<file path="src/rtl/core/lhpt_pkg.sv">
// Shared types, link codes and size defaults for the link handshake packet transfer block.
// No dependencies; every other file in rtl/core refers to this package by scoped names.
`default_nettype none
package lhpt_pkg;

    localparam int QUEUE_SLOTS_DEF  = 4;
    localparam int PACKET_BYTES_DEF = 256;
    localparam int CHUNK_BYTES_DEF  = 16;

    localparam logic [1:0] OP_TICK = 2'd0;
    localparam logic [1:0] OP_LINK = 2'd1;
    localparam logic [1:0] OP_LOAD = 2'd2;
    localparam logic [1:0] OP_POP  = 2'd3;

    localparam logic [7:0] CODE_START   = 8'h01;
    localparam logic [7:0] CODE_HELLO   = 8'h02;
    localparam logic [7:0] CODE_CONFIRM = 8'h03;
    localparam logic [7:0] CODE_REQUEST = 8'h04;
    localparam logic [7:0] CODE_ACCEPT  = 8'h05;
    localparam logic [7:0] CODE_FULL    = 8'h06;
    localparam logic [7:0] CODE_ACK     = 8'h07;

    localparam logic CFG_MASTER_MODE = 1'b0;
    localparam logic CFG_WAIT_TICKS  = 1'b1;
    localparam logic [15:0] WAIT_TICKS_RESET = 16'd1000;

    typedef struct packed {
        logic [1:0] operation;
        logic [7:0] link_byte;
        logic       link_tx_ready;
        logic [7:0] host_byte;
        logic       host_last;
    } t_in;

    typedef struct packed {
        logic        link_tx_valid;
        logic [7:0]  link_tx_byte;
        logic        link_rx_taken;
        logic        host_rx_valid;
        logic [7:0]  host_rx_byte;
        logic        host_rx_last;
        logic [15:0] host_rx_length;
        logic        load_accepted;
        logic        send_pending;
        logic        link_connected;
        logic [2:0]  queue_count;
    } t_out;

    // A classified request as it travels from the front queue to the engine.
    typedef struct packed {
        logic       is_proto;
        logic       have;
        logic       is_load;
        logic       is_pop;
        logic [7:0] link_byte;
        logic       link_tx_ready;
        logic [7:0] host_byte;
        logic       host_last;
    } t_cmd;

    typedef struct packed {
        logic        master_mode;
        logic [15:0] connect_wait_ticks;
    } t_cfg;

endpackage
`default_nettype wire

</file>
<file path="src/rtl/core/lhpt_front.sv">
// Front end: accepts requests, classifies them and holds them in a two-entry queue.
// Depends on lhpt_pkg.
`default_nettype none
module lhpt_front (
    input  wire logic          i_clk,
    input  wire logic          i_rst_n,
    input  wire logic          i_in_valid,
    output logic               o_in_ready,
    input  wire lhpt_pkg::t_in i_in,
    output logic               o_cmd_valid,
    output lhpt_pkg::t_cmd     o_cmd,
    input  wire logic          i_cmd_take
);

    lhpt_pkg::t_cmd r_q [2];
    logic           r_wp;
    logic           r_rp;
    logic [1:0]     r_cnt;
    lhpt_pkg::t_cmd n_cmd;
    logic           push;

    always_comb begin
        n_cmd.is_proto      = (i_in.operation == lhpt_pkg::OP_TICK) ||
                              (i_in.operation == lhpt_pkg::OP_LINK);
        n_cmd.have          = (i_in.operation == lhpt_pkg::OP_LINK);
        n_cmd.is_load       = (i_in.operation == lhpt_pkg::OP_LOAD);
        n_cmd.is_pop        = (i_in.operation == lhpt_pkg::OP_POP);
        n_cmd.link_byte     = i_in.link_byte;
        n_cmd.link_tx_ready = i_in.link_tx_ready;
        n_cmd.host_byte     = i_in.host_byte;
        n_cmd.host_last     = i_in.host_last;
    end

    assign o_in_ready  = (r_cnt != 2'd2);
    assign push        = i_in_valid && o_in_ready;
    assign o_cmd_valid = (r_cnt != 2'd0);
    assign o_cmd       = r_q[r_rp];

    always_ff @(posedge i_clk) begin
        if (push) begin
            r_q[r_wp] <= n_cmd;
        end
    end

    always_ff @(posedge i_clk) begin
        if (!i_rst_n) begin
            r_wp  <= 1'b0;
            r_rp  <= 1'b0;
            r_cnt <= 2'd0;
        end else begin
            if (push) begin
                r_wp <= ~r_wp;
            end
            if (i_cmd_take) begin
                r_rp <= ~r_rp;
            end
            r_cnt <= r_cnt + 2'(push) - 2'(i_cmd_take);
        end
    end

endmodule
`default_nettype wire

</file>
<file path="config.mk">
export PLATFORM = sky130hd
export DESIGN_NAME = lhpt_front
export DESIGN_NICKNAME = d
export VERILOG_FILES = /design/src/rtl/core/lhpt_pkg.sv /design/src/rtl/core/lhpt_front.sv
export SDC_FILE = /design/constraint.sdc
export NUM_CORES = 1
export LEC_CHECK = 0
export ABC_AREA = 1
export ABC_CLOCK_PERIOD_IN_PS = 3800
export BUFFER_PORTS_ARGS = -buffer_cell sky130_fd_sc_hd__clkbuf_2
export CELL_PAD_IN_SITES_DETAIL_PLACEMENT = 2
export CELL_PAD_IN_SITES_GLOBAL_PLACEMENT = 2
export CORE_UTILIZATION = 38
export CTS_CLUSTER_SIZE = 12
export DETAILED_ROUTE_END_ITERATION = 8
export PLACE_DENSITY_LB_ADDON = 0.1
export SLEW_MARGIN = 10
export SYNTH_ARGS = -nofsm -noshare
export SYNTH_HDL_FRONTEND = slang
export SYNTH_SLANG_ARGS = --single-unit
</file>
<file path="constraint.sdc">
create_clock -name i_clk -period 3.8 [get_ports i_clk]
set_input_delay 0.19 -clock i_clk [delete_from_list [all_inputs] [get_ports i_clk]]
set_output_delay 0.19 -clock i_clk [all_outputs]
set_load 0.02 [all_outputs]
</file>
==> flow_summary.yaml <==
run_status:
  outcome: "completed"
floorplan:
  fp-row-count: 24
  die_w_um: 71.5
  die_area_um2: 5110
  die_h_um: 71.5
  start_util_pct: 40.7
  core_area_um2: 4500
  io_pins: 48
synth:
  yosysWarnings: 0
  syn_area_um2: 1840
  netlist.top_cell.by_area: "edfxtp_1"
  synth_top_area_share_pct: 72.0
  ys_seq_area_share_pct: 77.4
  synthCells: 107
  async_flop_share_pct: 0
  synth.most_common_cell: "edfxtp_1"
  synth_area_leaders: "edfxtp_1, mux2_2, dfxtp_1"
  syn_area_per_cell_um2: 17.2
  synth_top_cells_by_count: "edfxtp_1, mux2_2, nand2_1"
  syn_nets: 132
  synth_seq_cells: 49
  post_synth_num_cell_types: 11
  synth_flop_cell: "edfxtp_1"
  synth_edf_count: 44
power_and_ir_drop:
  pwr_density_cell_nw_per_um2: 518
  ir_drop_mv: 0.277
  leakage_nw: 0.886
clocking:
  cts_buffer_depth: 2
  tritoncts: "yes"
  clkSinkCount: 49
  htreeDepth: 2
  cts-buffers-inserted: 5
  hold_buffers: 0
  clk_root_buffer_cell: "clkbuf_8"
  ctsResizeCount: 0
  cts_setup_buffers: 0
  clock_latency_ns: 0.30
  clk_pin_slew_worst_paths_ns: 0.09
global_routing:
  grt_pass1_wl_mm: 5.82
  grt_usage_pct: 15.7
  grt_use_met1_pct: 17.6
  use_met2_pct: 28.5
  grt_max_degree: 23
  grt_pass1_vias: 1147
  met3_usage_pct: 5.06
  grt.busiest_layer: "met2"
  grt-ovfl-total: 0
  antenna_found_initial: 0
route:
  ant_nets: 0
  drt_iter0_markers: 48
  wl_per_cell_um: 16.9
  drcViolationCount: 0
  via_per_inst: 4.95
  firstDrtPassIters: 5
  finalWirelength_mm: 3.59
  vias: 1054
sta:
  hold_viol: 0
  timing.fmax_mhz: 479
  final.setup.tns_ns: 0
  drv_slew: 0
  worst-slew-pin-transition_ns: 1.16
  period_share_pct: 54.9
  layout_min_cycle_time_ns: 2.09
  fin_worst_skew_ns: 0.00549
  setup_viol: 0
  rsz0062_at_grt: "false"
  worst_slew_margin_rel_pct: 22.6
finish:
  nNetsFinal: 185
  area_growth_pct: 20.3
  drive_above_1_share_pct: 49.1
  fin_util_pct: 49.0
  diodes: 0
setup_path:
  worstPathCellList: "mux2_2, clkbuf_2"
  cp-start-kind: "flop"
  crit_family: "flip-flops"
  cp_max_fo: 22
  cp-end-kind: "output pin"
  path_class: "flop to output pin"
  critPathBufInv: 1
  required_ns: 3.61
  crit_arrival_ns: 1.90
  slowest_delay_ns: 0.99
  slowest_stage: "dfxtp_1"
placement:
  place.port_buffers: 47
  gp_congestion: 0.690
  dp_hpwl_mm: 2.64
worst_hold_path:
  hp-class: "input port to flop"
flow_run:
  maxCapViolCount: 0
[kinds of logic after synthesis]
| kind of cell | Yosys count | share of synthesized area [%] |
|---|---|---|
| AOI/OAI and AO/OA | 1 | 0.272 |
| xor gates and xnor gates | 1 | 0.477 |
| adders and majority gates | 1 | 0.682 |
| buffers and inverters | 10 | 2.86 |
| DFF | 49 | 77.4 |
| muxes | 22 | 13.5 |
| and+or+nand+nor | 23 | 4.77 |
[layer usage]
layer	vias up	routed length, um
met1	527	1460
met3	5	174
met2	29	1920
met5	-	0
met4	0	40
li1	493	-
[metrics by stage]
stage	instance area, um^2	power [mW]	cells	hold WS, ns	setup WS [ns]
after floorplan	1840	0.790	107	0.283	1.69
after global placement	2130	0.852	205	0.381	1.89
after detailed placement	2130	0.866	205	0.386	1.78
after CTS	2210	1.16	213	0.0680	1.65
after global routing	2210	1.20	213	0.0659	1.57
final	2210	1.14	213	0.0801	1.71
[state kept, by name, indices dropped and copies added (netlist names), named ones only]
register	cells
r_q	44
r_cnt	2
r_rp	1
r_wp	1
[placed cells by master (no fill, tap or decap), drive strengths merged]
| master | netlist | routed |
|---|---|---|
| ha | 1 | 1 |
| mux2 | 22 | 22 |
| clkinv | 0 | 2 |
| buf | 2 | 1 |
| a21oi | 1 | 1 |
| inv | 8 | 8 |
| nor2 | 9 | 9 |
| nand3 | 1 | 1 |
| clkbuf | 0 | 53 |
| dfxtp | 5 | 5 |
| xnor2 | 1 | 1 |
| nand2 | 13 | 13 |
| edfxtp | 44 | 44 |
[worst reg2reg max path, cell delays in order (launching register included)]
cell and delay [ns]:
dfxtp_1 0.34, inv_1 0.06, nand2_1 0.08, nand2_1 0.18, nor2_2 0.93
[report_power, final]
group	internal [mW]	switching, mW	total, mW	leakage (nW)
sequential	0.642	0.0203	0.662	0.453
clock	0.128	0.168	0.296	0.0450
combinational	0.0691	0.116	0.185	0.388
total	0.839	0.305	1.14	0.886
[path summary, 6_finish.rpt]
check	slack, ns	depth (start not counted)	to	from
worst max-delay path	1.71	2	o_cmd[0]	flop
worst min register to register	0.54	2	r_rp	r_rp
worst max register to register	1.82	4	r_q[0][6]	r_cnt[0]
worst min-delay path	0.08	1	r_q[1][11]	i_in[11]
[layout make-up]
cell class / instances / area [um^2]
Timing Repair Buffer: 48 / 243
Tap cell: 52 / 65.1
Inverter: 8 / 30.0
Clock buffer: 6 / 72.6
Fill cell: 445 / 2300
Multi-Input combinational cell: 48 / 367
Clock inverter: 2 / 10.0
Sequential cell: 49 / 1420
Note: power is estimated with default switching activity, not from simulation.
